==> src/sv/yenc_pkg.sv <==
`timescale 1ns / 1ps
`default_nettype none

package yenc_pkg;

  // Width of the decoded byte counter and of the expected count register.
  localparam int COUNT_BITS = 24;
  localparam int CFG_BITS   = 24;
  // Compare width: room for the larger of the two plus a small offset.
  localparam int CMP_BITS   = ((COUNT_BITS > CFG_BITS) ? COUNT_BITS : CFG_BITS) + 3;

  localparam logic [COUNT_BITS-1:0] COUNT_MAX = '1;

  // A single raw byte causes at most this many results.
  localparam int MAX_RES  = 5;
  localparam int RES_BITS = 3;

  localparam logic [7:0] PLAIN_OFS = 8'd214;
  localparam logic [7:0] ESC_OFS   = 8'd150;

  localparam logic [7:0] CH_CR  = 8'h0D;
  localparam logic [7:0] CH_DOT = 8'h2E;
  localparam logic [7:0] CH_EQ  = 8'h3D;

  localparam int MARKER_LEN = 6;
  localparam logic [7:0] END_MARKER [MARKER_LEN] = '{8'h3D, 8'h79, 8'h65, 8'h6E, 8'h64, 8'h20};

  typedef enum logic [2:0] {
    MODE_NORMAL     = 3'd0,
    MODE_ESC        = 3'd1,
    MODE_AFTER_CR   = 3'd2,
    MODE_LINE_START = 3'd3,
    MODE_FIRST      = 3'd4
  } mode_e;

  typedef enum logic [1:0] {
    KIND_DATA     = 2'd0,
    KIND_END_OK   = 2'd1,
    KIND_TOO_MANY = 2'd2,
    KIND_TOO_FEW  = 2'd3
  } kind_e;

  typedef struct packed {
    mode_e                 mode;
    logic [2:0]            match_pos;
    logic [COUNT_BITS-1:0] count;
    logic                  failed;
  } yenc_state_t;

  typedef struct packed {
    logic [7:0] data;
    kind_e      kind;
  } yenc_res_t;

  typedef struct packed {
    logic [RES_BITS-1:0]     n;
    yenc_res_t [MAX_RES-1:0] ent;
  } yenc_list_t;

endpackage

`default_nettype wire

==> src/sv/yenc_body_decoder.sv <==
`timescale 1ns / 1ps
`default_nettype none

// Decodes the body of a yEnc article from a stream of raw bytes, one byte per request,
// and yields decoded bytes (tuser 0), an end status (1 ok, 3 too few) or a too-many
// error (2); tlast marks the final result caused by one input byte. Results leave
// through a five-entry buffer at one per cycle while the receiver is ready; a byte
// with zero or one result is then taken every cycle, and one with n results (at most
// five, if a held end marker fails to match) holds off the next byte until all but
// its last have left. The user must write the expected count only while the block is
// idle (not enforced); the count survives the end marker, which resets decoding.
module yenc_body_decoder (
  input  logic                          clk_i,
  input  logic                          rst_ni,
  input  logic                          cfg_we_i,
  input  logic [yenc_pkg::CFG_BITS-1:0] cfg_wdata_i,
  input  logic                          s_axis_tvalid,
  output logic                          s_axis_tready,
  input  logic [7:0]                    s_axis_tdata,   // [7:0] in_byte
  output logic                          m_axis_tvalid,
  input  logic                          m_axis_tready,
  output logic [7:0]                    m_axis_tdata,   // [7:0] out_byte
  output logic [1:0]                    m_axis_tuser,   // [1:0] kind
  output logic                          m_axis_tlast
);
  import yenc_pkg::*;

  logic [CFG_BITS-1:0] expected_q;
  yenc_state_t         state_q, state_d;
  yenc_list_t          list;
  yenc_res_t           res;
  logic                accept;

  assign accept = s_axis_tvalid && s_axis_tready;

  yenc_step u_step (
    .in_byte_i  (s_axis_tdata),
    .state_i    (state_q),
    .expected_i (expected_q),
    .state_o    (state_d),
    .list_o     (list)
  );

  yenc_out_buf u_out_buf (
    .clk_i       (clk_i),
    .rst_ni      (rst_ni),
    .in_valid_i  (s_axis_tvalid),
    .in_ready_o  (s_axis_tready),
    .list_i      (list),
    .out_valid_o (m_axis_tvalid),
    .out_ready_i (m_axis_tready),
    .out_res_o   (res),
    .out_last_o  (m_axis_tlast)
  );

  assign m_axis_tdata = res.data;
  assign m_axis_tuser = res.kind;

  always_ff @(posedge clk_i or negedge rst_ni) begin
    if (!rst_ni) begin
      expected_q        <= '0;
      state_q.mode      <= MODE_NORMAL;
      state_q.match_pos <= '0;
      state_q.count     <= '0;
      state_q.failed    <= 1'b0;
    end else begin
      if (cfg_we_i) begin
        expected_q <= cfg_wdata_i;
      end
      if (accept) begin
        state_q <= state_d;
      end
    end
  end

endmodule

`default_nettype wire

==> src/sv/yenc_step.sv <==
`timescale 1ns / 1ps
`default_nettype none

module yenc_step (
  input  logic [7:0]                    in_byte_i,
  input  yenc_pkg::yenc_state_t         state_i,
  input  logic [yenc_pkg::CFG_BITS-1:0] expected_i,
  output yenc_pkg::yenc_state_t         state_o,
  output yenc_pkg::yenc_list_t          list_o
);
  import yenc_pkg::*;

  logic [7:0]          byte_plain;
  logic [7:0]          byte_esc;
  logic [2:0]          k;
  logic [7:0]          vals [MAX_RES];
  logic [RES_BITS-1:0] n_emit;
  logic                end_hit;
  logic [MAX_RES-1:0]  ok;
  logic [RES_BITS-1:0] d;
  logic                too_many;
  logic [CMP_BITS-1:0] exp_ext;
  logic [CMP_BITS-1:0] cnt_ext;
  logic [CMP_BITS-1:0] sum;
  logic [CMP_BITS-1:0] sat;
  logic [CMP_BITS-1:0] sum_d;
  logic [CMP_BITS-1:0] sat_d;

  assign byte_plain = in_byte_i + PLAIN_OFS;
  assign byte_esc   = in_byte_i + ESC_OFS;
  assign k          = (state_i.match_pos > 3'd5) ? 3'd5 : state_i.match_pos;
  assign exp_ext    = CMP_BITS'(expected_i);
  assign cnt_ext    = CMP_BITS'(state_i.count);

  // Mode update and the list of bytes that this input hands to the counter.
  always_comb begin
    state_o = state_i;
    n_emit  = '0;
    end_hit = 1'b0;
    for (int j = 0; j < MAX_RES; j++) begin
      vals[j] = '0;
    end
    unique case (state_i.mode)
      MODE_ESC: begin
        vals[0]      = byte_esc;
        n_emit       = RES_BITS'(1);
        state_o.mode = MODE_NORMAL;
      end
      MODE_AFTER_CR: begin
        state_o.mode      = MODE_LINE_START;
        state_o.match_pos = '0;
      end
      MODE_FIRST: begin
        if (in_byte_i == CH_EQ) begin
          state_o.mode = MODE_ESC;
        end else begin
          vals[0]      = byte_plain;
          n_emit       = RES_BITS'(1);
          state_o.mode = MODE_NORMAL;
        end
      end
      MODE_LINE_START: begin
        if (k == 3'd0 && in_byte_i == CH_DOT) begin
          state_o.mode = MODE_FIRST;
        end else if (in_byte_i == END_MARKER[k]) begin
          if (k == 3'd5) begin
            end_hit = 1'b1;
          end else begin
            state_o.match_pos = k + 3'd1;
          end
        end else begin
          state_o.match_pos = '0;
          state_o.mode      = MODE_NORMAL;
          if (k == 3'd0) begin
            vals[0] = byte_plain;
            n_emit  = RES_BITS'(1);
          end else if (k == 3'd1) begin
            vals[0] = byte_esc;
            n_emit  = RES_BITS'(1);
          end else begin
            // The held '=' escapes the held 'y'; the rest of the held marker is plain.
            vals[0] = END_MARKER[1] + ESC_OFS;
            for (int j = 1; j < MAX_RES - 1; j++) begin
              if (j < int'(k) - 1) begin
                vals[j] = END_MARKER[j+1] + PLAIN_OFS;
              end
            end
            n_emit = RES_BITS'(k - 3'd1);
            if (in_byte_i == CH_CR) begin
              state_o.mode = MODE_AFTER_CR;
            end else if (in_byte_i == CH_EQ) begin
              state_o.mode = MODE_ESC;
            end else begin
              for (int j = 1; j < MAX_RES; j++) begin
                if (j == int'(k) - 1) begin
                  vals[j] = byte_plain;
                end
              end
              n_emit = RES_BITS'(k);
            end
          end
        end
      end
      default: begin
        if (in_byte_i == CH_CR) begin
          state_o.mode = MODE_AFTER_CR;
        end else if (in_byte_i == CH_EQ) begin
          state_o.mode = MODE_ESC;
        end else begin
          vals[0]      = byte_plain;
          n_emit       = RES_BITS'(1);
          state_o.mode = MODE_NORMAL;
        end
      end
    endcase

    // Each pending byte is checked against the limit in parallel; the
    // saturated count before byte j is min(count + j, COUNT_MAX).
    d = '0;
    for (int j = 0; j < MAX_RES; j++) begin
      sum   = cnt_ext + CMP_BITS'(j);
      sat   = (sum > CMP_BITS'(COUNT_MAX)) ? CMP_BITS'(COUNT_MAX) : sum;
      ok[j] = !state_i.failed && (RES_BITS'(j) < n_emit) && (sat < exp_ext);
      d     = d + RES_BITS'(ok[j]);
    end
    too_many = !state_i.failed && (n_emit > d);

    for (int j = 0; j < MAX_RES; j++) begin
      list_o.ent[j].data = ok[j] ? vals[j] : 8'd0;
      list_o.ent[j].kind = ok[j] ? KIND_DATA : KIND_TOO_MANY;
    end
    list_o.n = d + RES_BITS'(too_many);

    sum_d          = cnt_ext + CMP_BITS'(d);
    sat_d          = (sum_d > CMP_BITS'(COUNT_MAX)) ? CMP_BITS'(COUNT_MAX) : sum_d;
    state_o.count  = sat_d[COUNT_BITS-1:0];
    state_o.failed = state_i.failed | too_many;

    if (end_hit) begin
      list_o.n           = state_i.failed ? RES_BITS'(0) : RES_BITS'(1);
      list_o.ent[0].data = 8'd0;
      list_o.ent[0].kind = (cnt_ext == exp_ext) ? KIND_END_OK : KIND_TOO_FEW;
      state_o.mode       = MODE_NORMAL;
      state_o.match_pos  = '0;
      state_o.count      = '0;
      state_o.failed     = 1'b0;
    end
  end

endmodule

`default_nettype wire

==> src/sv/yenc_out_buf.sv <==
`timescale 1ns / 1ps
`default_nettype none

module yenc_out_buf (
  input  logic                 clk_i,
  input  logic                 rst_ni,
  input  logic                 in_valid_i,
  output logic                 in_ready_o,
  input  yenc_pkg::yenc_list_t list_i,
  output logic                 out_valid_o,
  input  logic                 out_ready_i,
  output yenc_pkg::yenc_res_t  out_res_o,
  output logic                 out_last_o
);
  import yenc_pkg::*;

  yenc_res_t [MAX_RES-1:0] ent_q, ent_d;
  logic [RES_BITS-1:0]     cnt_q, cnt_d;
  logic                    pop;
  logic                    load;

  assign out_valid_o = (cnt_q != '0);
  assign out_res_o   = ent_q[0];
  assign out_last_o  = (cnt_q == RES_BITS'(1));
  assign pop         = out_valid_o && out_ready_i;
  // A new request may enter while the final result of the previous one leaves.
  assign in_ready_o  = (cnt_q == '0) || (out_last_o && out_ready_i);
  assign load        = in_valid_i && in_ready_o;

  always_comb begin
    ent_d = ent_q;
    cnt_d = cnt_q;
    if (load) begin
      ent_d = list_i.ent;
      cnt_d = list_i.n;
    end else if (pop) begin
      for (int j = 0; j < MAX_RES - 1; j++) begin
        ent_d[j] = ent_q[j+1];
      end
      cnt_d = cnt_q - RES_BITS'(1);
    end
  end

  always_ff @(posedge clk_i or negedge rst_ni) begin
    if (!rst_ni) begin
      cnt_q <= '0;
    end else begin
      cnt_q <= cnt_d;
    end
  end

  always_ff @(posedge clk_i) begin
    ent_q <= ent_d;
  end

endmodule

`default_nettype wire

==> config.mk <==
export PLATFORM = sky130hd
export DESIGN_NAME = yenc_body_decoder
export DESIGN_NICKNAME = d
export VERILOG_FILES = /design/src/sv/yenc_pkg.sv /design/src/sv/yenc_body_decoder.sv /design/src/sv/yenc_step.sv /design/src/sv/yenc_out_buf.sv
export SDC_FILE = /design/constraint.sdc
export NUM_CORES = 1
export LEC_CHECK = 0
export BUFFER_PORTS_ARGS = -buffer_cell sky130_fd_sc_hd__buf_4
export CORE_UTILIZATION = 30
export DETAILED_ROUTE_END_ITERATION = 7
export MAX_ROUTING_LAYER = met4
export SETUP_SLACK_MARGIN = 0.15
export SLEW_MARGIN = 20
export SYNTH_ARGS = -nofsm -noshare
export SYNTH_HDL_FRONTEND = slang
export SYNTH_SLANG_ARGS = --single-unit
==> constraint.sdc <==
create_clock -name clk_i -period 8 [get_ports clk_i]
set_clock_uncertainty 0.1 [all_clocks]
set_input_delay 0.8 -clock clk_i [delete_from_list [all_inputs] [get_ports clk_i]]
set_output_delay 0.8 -clock clk_i [all_outputs]
set_load 0.01 [all_outputs]
# ---- Word level (Yosys, flattened, before mapping)
# Memories as Yosys holds them, arrays and structs flattened.
# Cells that the tools add are included.
dict set report classes {
  n_addsub 16
  mux 70
  n_reduce_logical 25
  magnitude_cmp 22
  eq_ne 19
  bitwise 5
}
# operator count
set ops {}
lappend ops {{2-to-1 mux 32 bit} 5}
lappend ops {{2-to-1 mux 40 bit} 4}
lappend ops {{less-than comparator 27 x 24 -> 1 bit} 5}
lappend ops {{2-to-1 mux 8 bit} 14}
lappend ops {{greater-than comparator 27 x 24 -> 1 bit (second input constant)} 4}
lappend ops {{2-to-1 mux 27 bit} 4}
lappend ops {{equality test 3 x 32 -> 1 bit (first input constant)} 2}
lappend ops {{less-than comparator 3 x 32 -> 1 bit (first input constant)} 2}
lappend ops {{2-to-1 mux 3 bit} 18}
lappend ops {{adder 24 x 2 -> 25 bit (second input constant)} 2}
lappend ops {{2-to-1 mux 24 bit} 2}
lappend ops {{equality test 2 x 32 -> 1 bit (first input constant)} 1}
lappend ops {{equality test 4 x 32 -> 1 bit (first input constant)} 1}
lappend ops {{less-than comparator 2 x 32 -> 1 bit (first input constant)} 1}
lappend ops {{case mux 8 bit (4 select lines)} 1}
lappend ops {{2-to-1 mux 31 bit} 1}
lappend ops {{adder 24 x 1 -> 25 bit (second input constant)} 1}
lappend ops {{adder 24 x 3 -> 25 bit} 1}
lappend ops {{adder 24 x 3 -> 25 bit (second input constant)} 1}
lappend ops {{greater-than comparator 25 x 24 -> 1 bit (second input constant)} 1}
lappend ops {{equality test 24 bit} 1}
lappend ops {{greater-than comparator 24 bit (second input constant)} 1}
lappend ops {{case mux 3 bit (4 select lines)} 2}
lappend ops {{adder 8 bit (second input constant)} 2}
lappend ops {{other kinds (38)} 80}
dict set report word_totals {
  in_bits 37
  mem_bits_ro 64
  memories 1
  regBits 108
  output_inout_bits 13
}
# memory depth word_bits rd rd_ports_with_merged_regs write_ports line_no
set memory_table {}
lappend memory_table {{(name not given)} 8 8 1 0 0 yenc_step.sv:65} ;# end else if (in_byte_i == END_MARKER[k]) begin

# ---- Logic depth before layout (Yosys ltp)
# Gate-level depths: netlist of the first run.
dict set report depth {
  ltp_word 22
  depth_mapped 37
  mapped_depth_nobuf 32
}

# ---- Hierarchy
# A second synthesis of the first run with hierarchy kept.
dict set report unflattened {
  cells_unflattened 1331
  hier_area_um2 11989.0
}
# mod n_inst area_each_um2 cells_per_inst
set modules_own_cells {}
lappend modules_own_cells {yenc_step 1 7219.4 1078}
lappend modules_own_cells {yenc_out_buf 1 2512.4 136}
lappend modules_own_cells {yenc_body_decoder 1 2257.2 117}

# ---- Worst setup path before layout of the first run
# Ideal clock, no wire load.
dict set report synth_timing {
  kind {reg2reg}
  from {reg state_q[3] in the netlist's numbering}
  to {reg state_q[10] in the netlist's numbering}
  arrival_time_ps 7117
  synth_period_minus_slack_ps 7337
  stages_incl_launch_ff 34
  t_required_ps 7781
  setup_ps 119
  path_slack_ps 663
  n_path_buf 4
  path_cell_list {dfrtp_1 ha_1 clkbuf_2 nand3_1 nor4_2 and3_1 and4b_1 a31oi_1 o41a_1 buf_2 nand2_1 ha_1 and4_1 nand3_1 or4_1 a21oi_1 nor4b_1 o211a_1 buf_2 ha_1 inv_1 fa_1 inv_1 ha_1 fa_1 fa_1 a21o_1 and3_1 and2_1 nand2_1 clkbuf_1 o21ai_0 a21oi_1 nor2_1}
}
dict set report synth_via {
  elab_chain_len 13
  elab_cells_between_ends 32
}
# element line_no
set synth_lines {}
lappend synth_lines {{start: declaration} yenc_body_decoder.sv:29} ;# yenc_state_t state_q, state_d;
lappend synth_lines {{start signal: assignment} yenc_body_decoder.sv:71} ;# state_q <= state_d;
lappend synth_lines {{adder 24 x 1 -> 25 bit} yenc_step.sv:121} ;# sum = cnt_ext + CMP_BITS'(j);
lappend synth_lines {{greater-than comparator 27 x 24 -> 1 bit} yenc_step.sv:122} ;# sat = (sum > CMP_BITS'(COUNT_MAX)) ? CMP_BITS'(COUNT_MAX) : sum;
lappend synth_lines {{2-to-1 mux 27 bit} yenc_step.sv:122}
lappend synth_lines {{less-than comparator 27 x 24 -> 1 bit} yenc_step.sv:123} ;# ok[j] = !state_i.failed && (RES_BITS'(j) < n_emit) && (sat < exp_ext);
lappend synth_lines {{logical AND 1 bit} yenc_step.sv:123}
lappend synth_lines {{adder 1 x 1 -> 2 bit} yenc_step.sv:124} ;# d = d + RES_BITS'(ok[j]);
lappend synth_lines {{adder 3 x 1 -> 3 bit (3 in series)} yenc_step.sv:124}
lappend synth_lines {{adder 24 x 3 -> 25 bit *} yenc_step.sv:134} ;# sum_d = cnt_ext + CMP_BITS'(d);
lappend synth_lines {{greater-than comparator 25 x 24 -> 1 bit} yenc_step.sv:135} ;# sat_d = (sum_d > CMP_BITS'(COUNT_MAX)) ? CMP_BITS'(COUNT_MAX) : sum_d;
lappend synth_lines {{2-to-1 mux 24 bit *} yenc_step.sv:135}
lappend synth_lines {{2-to-1 mux 31 bit *} yenc_step.sv:139} ;# if (end_hit) begin
# Mark *: on every way between the ends. The rest lies on a longest branch, timed or not.
# A chain may end at the register's enable or synchronous reset.

# ---- Worst setup path after layout of the first run
dict set report layout_timing {
  from {reg state_q[6] in the netlist's numbering}
  to {reg state_q[10] in the netlist's numbering}
}
# The elaborated chain is that of the path after synthesis.

==> flow_metrics.tcl, run 1 <==
set metrics [dict create \
    area_growth_pct 17.62 \
    pwr-share-clk 0.251 \
    core_area_sq_um 36790 \
    antenna_found_initial 2 \
    cap_violations 0 \
    drt_iter0_markers 962 \
    path_clk_slew_ps 90 \
    holdWs_ps 423.5 \
    layout-drive-gt1-share 0.1753 \
    wirelength_met1_mm 19.00 \
    totalWireLength_mm 41.98 \
    vias 11044 \
    power-per-cell-area_nw_per_um2 142.8 \
    finalSetupViolCount 0 \
    htreeDepth 3 \
    reg2reg_slack_ps 490 \
    ys_ff_latch 104 \
    finalPower_mw 1.895 \
    cp_top_family "compound AO/OA/AOI/OAI gates" \
    leakage_nw 6.120 \
    synth.most_common_cell "nand2_1" \
    grt_usage 0.2262 \
    grt.overflow.total 0 \
    highest_layer "met4" \
    hp-class "register to register" \
    synth_warnings 0 \
    fill_cells 3832 \
    cp_num_cells 30 \
    grt_pass1_wl_mm 64.30 \
    syn-num-nets 1574 \
    r2r_cells 30 \
    worstSetupStartpoint "state_q[6]" \
    hpwl_mm 32.71 \
    start_util 0.3067 \
    clock_sinks 104 \
    ant_nets 0 \
    synth.area.top_cells "ha_1, dfrtp_1, edfxtp_1" \
    power_switching_share 0.3771 \
    met3WireLength_mm 2.319 \
    gp_congestion 1.009 \
    row_count 70 \
    slew_headroom 0.4047 \
    synthArstFlopShare 0.5577 \
    fp.dieW_microns 195.9 \
    vdd_drop_max_mv 0.1537 \
    synth_ff_type "dfrtp_1" \
    required_ps 8170 \
    portBuffers 49 \
    cp_num_buf_inv 6 \
    syn_area_per_cell_sq_um 8.141 \
    crit_path_end_kind "register" \
    yosysTopAreaCell "ha_1" \
    insertion_delay_ps 380 \
    drc_errors 0 \
    final_max_slew_viol_count 0 \
    cts_buffers 9 \
    intPower_mw 1.180 \
    hold_buffers 0 \
    min_period_ps 7507 \
    num_io_pins 50 \
    synth_edf_count 46 \
    vias_per_cell 5.638 \
    seq_area_sq_um 2843 \
    die_h_microns 195.9 \
    path_class "register to register" \
    crit_fanout 11 \
    fmax_ghz 0.1332 \
    netSwitchingPower_mw 0.7145 \
    nNetsFinal 1672 \
    synth.cell_area_sq_um 11280 \
    critical_path.endpoint "state_q[10]" \
    p_comb_frac 0.371 \
    holdPathStages 2 \
    met2_length_mm 19.35 \
    synth_top_area_frac 0.1641 \
    period_share 0.9384 \
    synthTopCellsByCount "nand2_1, ha_1, a21oi_1" \
    critPathSlowestCell "fa_1" \
    grt_max_degree 82 \
    multi_input_area_sq_um 7960 \
    crit_arrival_ps 7680 \
    cpMostUsedCell "buf_4" \
    rsz0062_at_grt "no" \
    wl_per_cell_microns 21.43 \
    synth_cell_types 87 \
    fin_setup_tns_ps 0 \
    timing.rr.start "state_q[6]" \
    critPathLaunchType "register" \
    cp_slowest_stage_delay_ps 560 \
    cts.path.max_buffers 2 \
    tightest_slew_ps 893.0 \
    dieArea_sq_um 38390 \
    synthCells 1386 \
    grt_pass1_vias 10703 \
    ys_seq_area_frac 0.2511 \
    sequentialPowerShare 0.378 \
    finalHoldViolCount 0 \
    cts_tree "yes" \
    root_buffer "clkbuf_16" \
    firstDrtPassIters 5 \
    reg2reg_to "state_q[10]" \
    status "completed" \
]
## cells in the final DEF (no fill, tap or decap), drive strengths merged, types with 10 or more instances in the layout
cell type  instances
nand2            197
buf              178
ha               148
a21oi             95
o21ai             95
nor2              81
inv               62
dfrtp             58
xnor2             49
edfxtp            46
nor3              45
nand4             44
nand3             43
xor2              35
a21o              33
and3              24
nand2b            23
nor2b             17
o21a              13
a32o              12
o211ai            11
o22a              10
and4              10
and2              10
a31oi             10
## metrics by stage
step           setup slack (ps)    util  instance area (sq um)  instances
6_report                  492.8  0.3608                  13270       1959
4_1_cts                   215.2  0.3502                  12880       1937
3_5_place_dp              73.66  0.3422                  12590       1921
2_1_floorplan             663.4       -                  11280       1386
5_1_grt                   148.8  0.3608                  13270       1959
3_3_place_gp              200.7  0.3422                  12590       1921
## tightest hold or removal path, stage by stage (launching register included)
cell,delay (ps)
edfxtp_1,330
nand2_1,40
o41ai_1,50
## worst min-delay path by stage
stage                                     end           startpoint  slack (ps)
after global placement    u_out_buf.ent_q[11]  u_out_buf.ent_q[21]         400
after floorplan           u_out_buf.ent_q[24]  u_out_buf.ent_q[34]         390
after detailed placement  u_out_buf.ent_q[28]  u_out_buf.ent_q[38]         410
after global routing      u_out_buf.ent_q[34]  u_out_buf.ent_q[44]         460
final                     u_out_buf.ent_q[28]  u_out_buf.ent_q[38]         420
after CTS                 u_out_buf.ent_q[28]  u_out_buf.ent_q[38]         430
## logic make-up after synthesis
kind of cell               share of synthesized area
xor gates and xnor gates                     0.06520
AOI/OAI and AO/OA                             0.2049
DFF                                           0.2511
muxes                                        0.01087
buffers and inverters                        0.06210
and+or+nand+nor                               0.2364
adders and majority gates                     0.1694
## metal layers
layer | global-route usage | up-vias
met4 | 0.07436 | 0
li1 | - | 5240
met5 | - | -
met1 | 0.2999 | 5362
met3 | 0.02871 | 62
met2 | 0.3559 | 380
## power groups by stage
stage / clock, mW / sequential, mW / combinational [mW]
2_1_floorplan: 0 / 0.703 / 0.440
3_3_place_gp: 0 / 0.725 / 0.620
3_5_place_dp: 0 / 0.727 / 0.631
4_1_cts: 0.492 / 0.717 / 0.636
5_1_grt: 0.507 / 0.725 / 0.777
6_report: 0.477 / 0.716 / 0.703
## state kept, by name (all words and copies together), names as in the netlist
register             flops
expected_q              24
u_out_buf.ent_q         36
state_q                 31
u_out_buf.cnt_q          3
u_out_buf.out_res_o     10
## final cells by class
cell class	count	area share
multi-input cells	1133	0.5998
flip-flops and latches	104	0.2142
repair buffers	178	0.1025
well taps	468	0.04412
clock buffers	9	0.01697
inverters	58	0.01697
clock inverters	7	0.005091
diodes	2	0.0003771
## what timing repair did
action	CTS	global route
gates cloned	0	1
resized for setup	1	48
setup buffers	0	19
pin swaps	0	4
setup endpoints to repair	19	27
Note: power is estimated with default switching activity, not from simulation.
==> run 2, diff against run 1 <==
Settings changed: CORE_MARGIN set to 2, MAX_ROUTING_LAYER met4 to not set, PLACE_DENSITY set to 0.52.
==> run 2 against run 1 <==
  * Critical path depth grew 3
  * Count of clock-buffer cells in the layout stayed put
  * Fmax shrank 1.0%
  * Setup slack got worse by 79 ps
  * Non-clock buffer count is 50 lower
  * Sequential power decreased by 1%
  * Sequential cell count unchanged
  * Routed wire length about the same
  * Largest power group unchanged
  * Die area grew 2.1%
  * Highest routed layer unchanged
  * Register-to-register slack got worse by 80 ps
==> flow_metrics.tcl, run 2 (synthesized netlist as in run 1, its figures left out) <==
set metrics [dict create \
    status "completed" \
    start_util 0.3024 \
    core_area_sq_um 37310 \
    slew_headroom 0.4356 \
    layout-drive-gt1-share 0.1342 \
    dp_slack_ps 140.9 \
    rsz0062_at_grt "no" \
    antenna_cells 0 \
    grt_pass1_wl_mm 63.88 \
    firstDrtPassIters 5 \
    finalSetupViolCount 0 \
    power-per-cell-area_nw_per_um2 145.7 \
    path_clk_slew_ps 90 \
    die_h_microns 197.9 \
    hp-class "input port to asynchronous set/reset pin" \
    hold_buffers 0 \
    min_period_ps 7586 \
    num_io_pins 50 \
    crit_fanout 12 \
    ant_nets 0 \
    largest_register_ffs 36 \
    totalWireLength_mm 41.99 \
    cts_tree "yes" \
    dieArea_sq_um 39180 \
    crit_arrival_ps 7780 \
    cts_buffers 9 \
    top_register "u_out_buf.ent_q" \
    clock_sinks 104 \
    largest_registers "u_out_buf.ent_q x36, state_q x31, expected_q x24" \
    drc_errors 0 \
    utilization 0.3416 \
    vdd_drop_max_mv 0.09614 \
    critPathSlowestCell "fa_2" \
    final_cell_mix "nand2_1, ha_1, buf_4" \
    area_growth_pct 12.96 \
    crit_path_end_kind "register" \
    row_count 71 \
    timing.final.ws_setup_ps 413.9 \
    grt_max_degree 59 \
    portBuffers 49 \
    nNetsFinal 1621 \
    wl_per_cell_microns 21.96 \
    vias 10919 \
    root_buffer "clkbuf_16" \
    final_common_cell "nand2_1" \
    grt_usage 0.2162 \
    drt_iter0_markers 986 \
    fp.dieW_microns 197.9 \
    final_max_slew_viol_count 0 \
    leakage_nw 5.844 \
    gp_congestion 0.9933 \
    vias_per_cell 5.711 \
    cts.path.max_buffers 2 \
    hpwl_mm 32.81 \
    grt_pass1_vias 10428 \
    path_class "register to register" \
    critPathLaunchType "register" \
    cap_violations 0 \
    tightest_slew_ps 846.6 \
    fill_cells 3930 \
    cpMostUsedCell "ha_1" \
    cp_slowest_stage_delay_ps 630 \
    antenna_found_initial 0 \
    grt.overflow.total 0 \
    placed_cell_area_sq_um 12340 \
    required_ps 8190 \
    htreeDepth 3 \
    finalHoldViolCount 0 \
    period_share 0.9483 \
    insertion_delay_ps 390 \
    post-route-cell-area_sq_um 12750 \
    fin_setup_tns_ps 0 \
    fmax_ghz 0.1318 \
]
==> run 2: cell types whose count changed in the layout (fill, tap and decap cells not counted), sizes merged <==
cell / delta
buf: -50
clkinv: +1
clkinvlp: -1
diode: -2
o41a: -1
==> run 2: repair_timing <==
item,in CTS,in global routing
endpoints found under the setup margin,3,25
gates resized for setup,2,18
buffers inserted,0,3
==> run 2: per-layer routing <==
layer  part of all wire  track usage
met2               0.43       0.3281
met4              0.038      0.08911
met5                  0            0
met3              0.068      0.03151
met1               0.46       0.3057
==> run 2: critical path: cells and delay by family, from the launching register on <==
| family | cells | cell delay (ps) |
|---|---|---|
| and+or+nand+nor | 7 | 1100 |
| adders and majority gates | 7 | 2310 |
| buffers and inverters | 6 | 950 |
| AOI/OAI and AO/OA | 11 | 2280 |
| xor gates and xnor gates | 2 | 340 |
| DFF | 1 | 390 |
==> run 2: through the flow <==
stage               instances  hold slack [ps]  power, mW
detailed placement       1893            407.8      1.365
global route             1912            450.2      1.973
CTS                      1909            424.9      1.846
global placement         1893            405.3      1.360
floorplan                1386            388.9      1.143
finish                   1912            384.7      1.858
==> run 2: power breakdown <==
| part | internal [mW] | total (mW) | switching [mW] |
|---|---|---|---|
| combinational | 0.265 | 0.671 | 0.406 |
| sequential | 0.662 | 0.709 | 0.0468 |
| clock | 0.223 | 0.478 | 0.256 |
| total | 1.15 | 1.86 | 0.708 |
==> run 2: area by class of cell <==
cell class	count	area, sq um	share of cell area
clock inverter	7	71.32	0.005595
clock buffer	9	225.2	0.01767
sequential	104	2836	0.2225
tap	474	593.1	0.04653
multi-input combinational	1132	7829	0.6142
inverter	58	217.7	0.01708
timing repair buffer	128	973.4	0.07637
==> run 2: worst paths after layout <==
path	from	cells past startpoint	end	slack, ps
hold reg to reg	u_out_buf.ent_q[32]	2	u_out_buf.ent_q[22]	430
max in group asynchronous	rst_ni	1	state_q[7]	6770
setup / recovery	state_q[17]	33	u_out_buf.cnt_q[2]	410
setup reg to reg	state_q[17]	33	u_out_buf.cnt_q[2]	410
min in group clk_i	u_out_buf.ent_q[32]	2	u_out_buf.ent_q[22]	430
hold / removal	rst_ni	1	expected_q[6]	380
==> run 3, diff against run 2 <==
Settings changed: CORE_ASPECT_RATIO set to 1.75, SYNTH_HIERARCHICAL set to 1.
==> run 3 against run 2 <==
  * Synthesized cell count shrank 4.0%
  * Sequential share of layout area shrank 0.20 points
  * Sequential power grew 17%
  * Register-to-register slack gained 140 ps
  * Non-clock buffer count shrank 11
  * Final area grew 5.0%
  * Power grew 27%
  * First-iteration DRC count shrank 50%
  * Combinational power grew 52%
  * Routed wire length grew 0.83%
==> flow_metrics.tcl, run 3 <==
set metrics [dict create \
    status "completed" \
    utilization 0.3408 \
    antenna_cells 0 \
    ys_seq_area_frac 0.2463 \
    grt_max_degree 59 \
    reg2reg_to "state_q[18]" \
    finalSetupViolCount 0 \
    largest_register_ffs 40 \
    synth_cell_types 92 \
    nNetsFinal 1569 \
    crit_arrival_ps 7620 \
    dp.cells 1862 \
    vias 10216 \
    layout-drive-gt1-share 0.1937 \
    placed_cell_area_sq_um 13020 \
    wl_per_cell_microns 22.53 \
    timing.final.ws_setup_ps 553.4 \
    cp_top_family "simple AND/OR/NAND/NOR gates" \
    synth_top_family_by_area "simple AND/OR/NAND/NOR gates" \
    root_buffer "clkbuf_16" \
    portBuffers 49 \
    final_cell_mix "nand2_1, ha_1, nor2_1" \
    timing.rr.start "state_q[12]" \
    dp_slack_ps 280.7 \
    cap_violations 0 \
    multi_input_area_sq_um 8396 \
    seq_area_sq_um 2953 \
    vias_per_cell 5.437 \
    area_growth_pct 11.66 \
    start_util 0.3052 \
    cp_num_buf_inv 4 \
    tightest_slew_ps 1029 \
    min_period_ps 7447 \
    synthAdderAreaFrac 0.1570 \
    vdd_drop_max_mv 0.1030 \
    holdWs_ps 402.0 \
    finalPower_mw 2.357 \
    finalHoldViolCount 0 \
    critPathLaunchType "register" \
    rsz0062_at_grt "no" \
    cp_slowest_stage_delay_ps 470 \
    power-per-cell-area_nw_per_um2 176.1 \
    synthTopCellsByCount "nand2_1, ha_1, nor2_1" \
    dieArea_sq_um 41640 \
    post-route-cell-area_sq_um 13390 \
    critPathSlowestCell "dfrtp_1" \
    core_area_sq_um 39280 \
    syn_area_per_cell_sq_um 9.008 \
    final_common_cell "nand2_1" \
    synth_edf_count 50 \
    clock_sinks 108 \
    htreeDepth 3 \
    top_register "u_out_buf/ent_q" \
    grt_pass1_vias 10702 \
    fmax_ghz 0.1343 \
    grt.overflow.total 0 \
    synth-simple-area-share 0.2181 \
    synth_top_area_frac 0.1503 \
    gp_congestion 1.038 \
    synth.cell_area_sq_um 11990 \
    insertion_delay_ps 390 \
    drc_errors 0 \
    leakage_nw 6.363 \
    synth_ff_type "dfrtp_1" \
    crit_fanout 12 \
    grt_usage 0.2069 \
    synthXorXnorAreaFrac 0.06930 \
    muxShareOfSynthArea 0.1274 \
    required_ps 8170 \
    synth-compound-area-share 0.1234 \
    ant_nets 0 \
    synthArstFlopShare 0.5370 \
    hp-class "input port to asynchronous set/reset pin" \
    fp.dieW_microns 155.1 \
    path_class "register to register" \
    firstDrtPassIters 5 \
    synth_warnings 6 \
    cts_buffers 9 \
    grt_pass1_wl_mm 64.11 \
    crit_path_end_kind "register" \
    largest_registers "u_out_buf/ent_q x40, state_q x31, expected_q x24" \
    hpwl_mm 34.10 \
    reg2reg_slack_ps 550 \
    cts_tree "yes" \
    cts.path.max_buffers 2 \
    slew_headroom 0.3141 \
    fill_cells 4083 \
    hold_buffers 0 \
    r2r_cells 30 \
    final_max_slew_viol_count 0 \
    totalWireLength_mm 42.33 \
    yosysTopAreaCell "ha_1" \
    die_h_microns 268.5 \
    drt_iter0_markers 494 \
    period_share 0.9308 \
    row_count 96 \
    ys_ff_latch 108 \
    path_clk_slew_ps 80 \
    num_io_pins 50 \
    synthCells 1331 \
    fin_setup_tns_ps 0 \
    stdcell_count 1879 \
    antenna_found_initial 1 \
    synth.most_common_cell "nand2_1" \
    synth.area.top_cells "ha_1, edfxtp_1, dfrtp_1" \
]
run 3: cells by family after synthesis:
| family | count (synthesis) |
|---|---|
| AND/OR/NAND/NOR | 517 |
| buffers and inverters | 137 |
| other | 1 |
| multiplexers | 107 |
| adder cells (fa/ha/maj) | 148 |
| flip-flops | 108 |
| XOR/XNOR | 94 |
| AO/OA/AOI/OAI | 219 |
run 3: layout make-up:
type                            instances  area share
Multi-Input combinational cell       1089      0.6272
Sequential cell                       108      0.2206
Timing Repair Buffer                  117     0.06561
Tap cell                              490     0.04580
Clock buffer                            9     0.01682
Inverter                               59     0.01654
Clock inverter                          7    0.007477
run 3: routing by layer:
layer | part of all wire | GRT usage | wire length (microns) | vias to the layer above
li1 | - | - | - | 4860
met1 | 0.34 | 0.1943 | 14470 | 4916
met2 | 0.53 | 0.3899 | 22440 | 289
met3 | 0.029 | 0.02555 | 1240 | 151
met4 | 0.099 | 0.1832 | 4178 | 0
met5 | 0 | 0 | 0 | -
run 3: what timing repair did:
item | in CTS | in global routing
endpoints found under the setup margin | 0 | 11
resized for setup | 0 | 8
buffers inserted | 0 | 1
run 3: worst max-delay path by stage:
| stage | from | endpoint | slack [ps] | depth (start not counted) |
|---|---|---|---|---|
| global route | state_q[12] | u_out_buf/cnt_q[1] | 150 | 32 |
| CTS | state_q[9] | state_q[18] | 230 | 30 |
| floorplan | state_q[7] | u_out_buf/cnt_q[1] | 1080 | 30 |
| global placement | state_q[9] | state_q[18] | 200 | 30 |
| detailed placement | state_q[9] | state_q[18] | 280 | 30 |
| finish | state_q[12] | state_q[18] | 550 | 30 |
run 3: report_power, final:
part | switching, mW | internal, mW | leakage [nW] | total (mW)
Sequential | 0.0669 | 0.765 | 1.20 | 0.832
Combinational | 0.545 | 0.472 | 5.00 | 1.02
Clock | 0.254 | 0.254 | 0.158 | 0.508
Total | 0.866 | 1.49 | 6.36 | 2.36
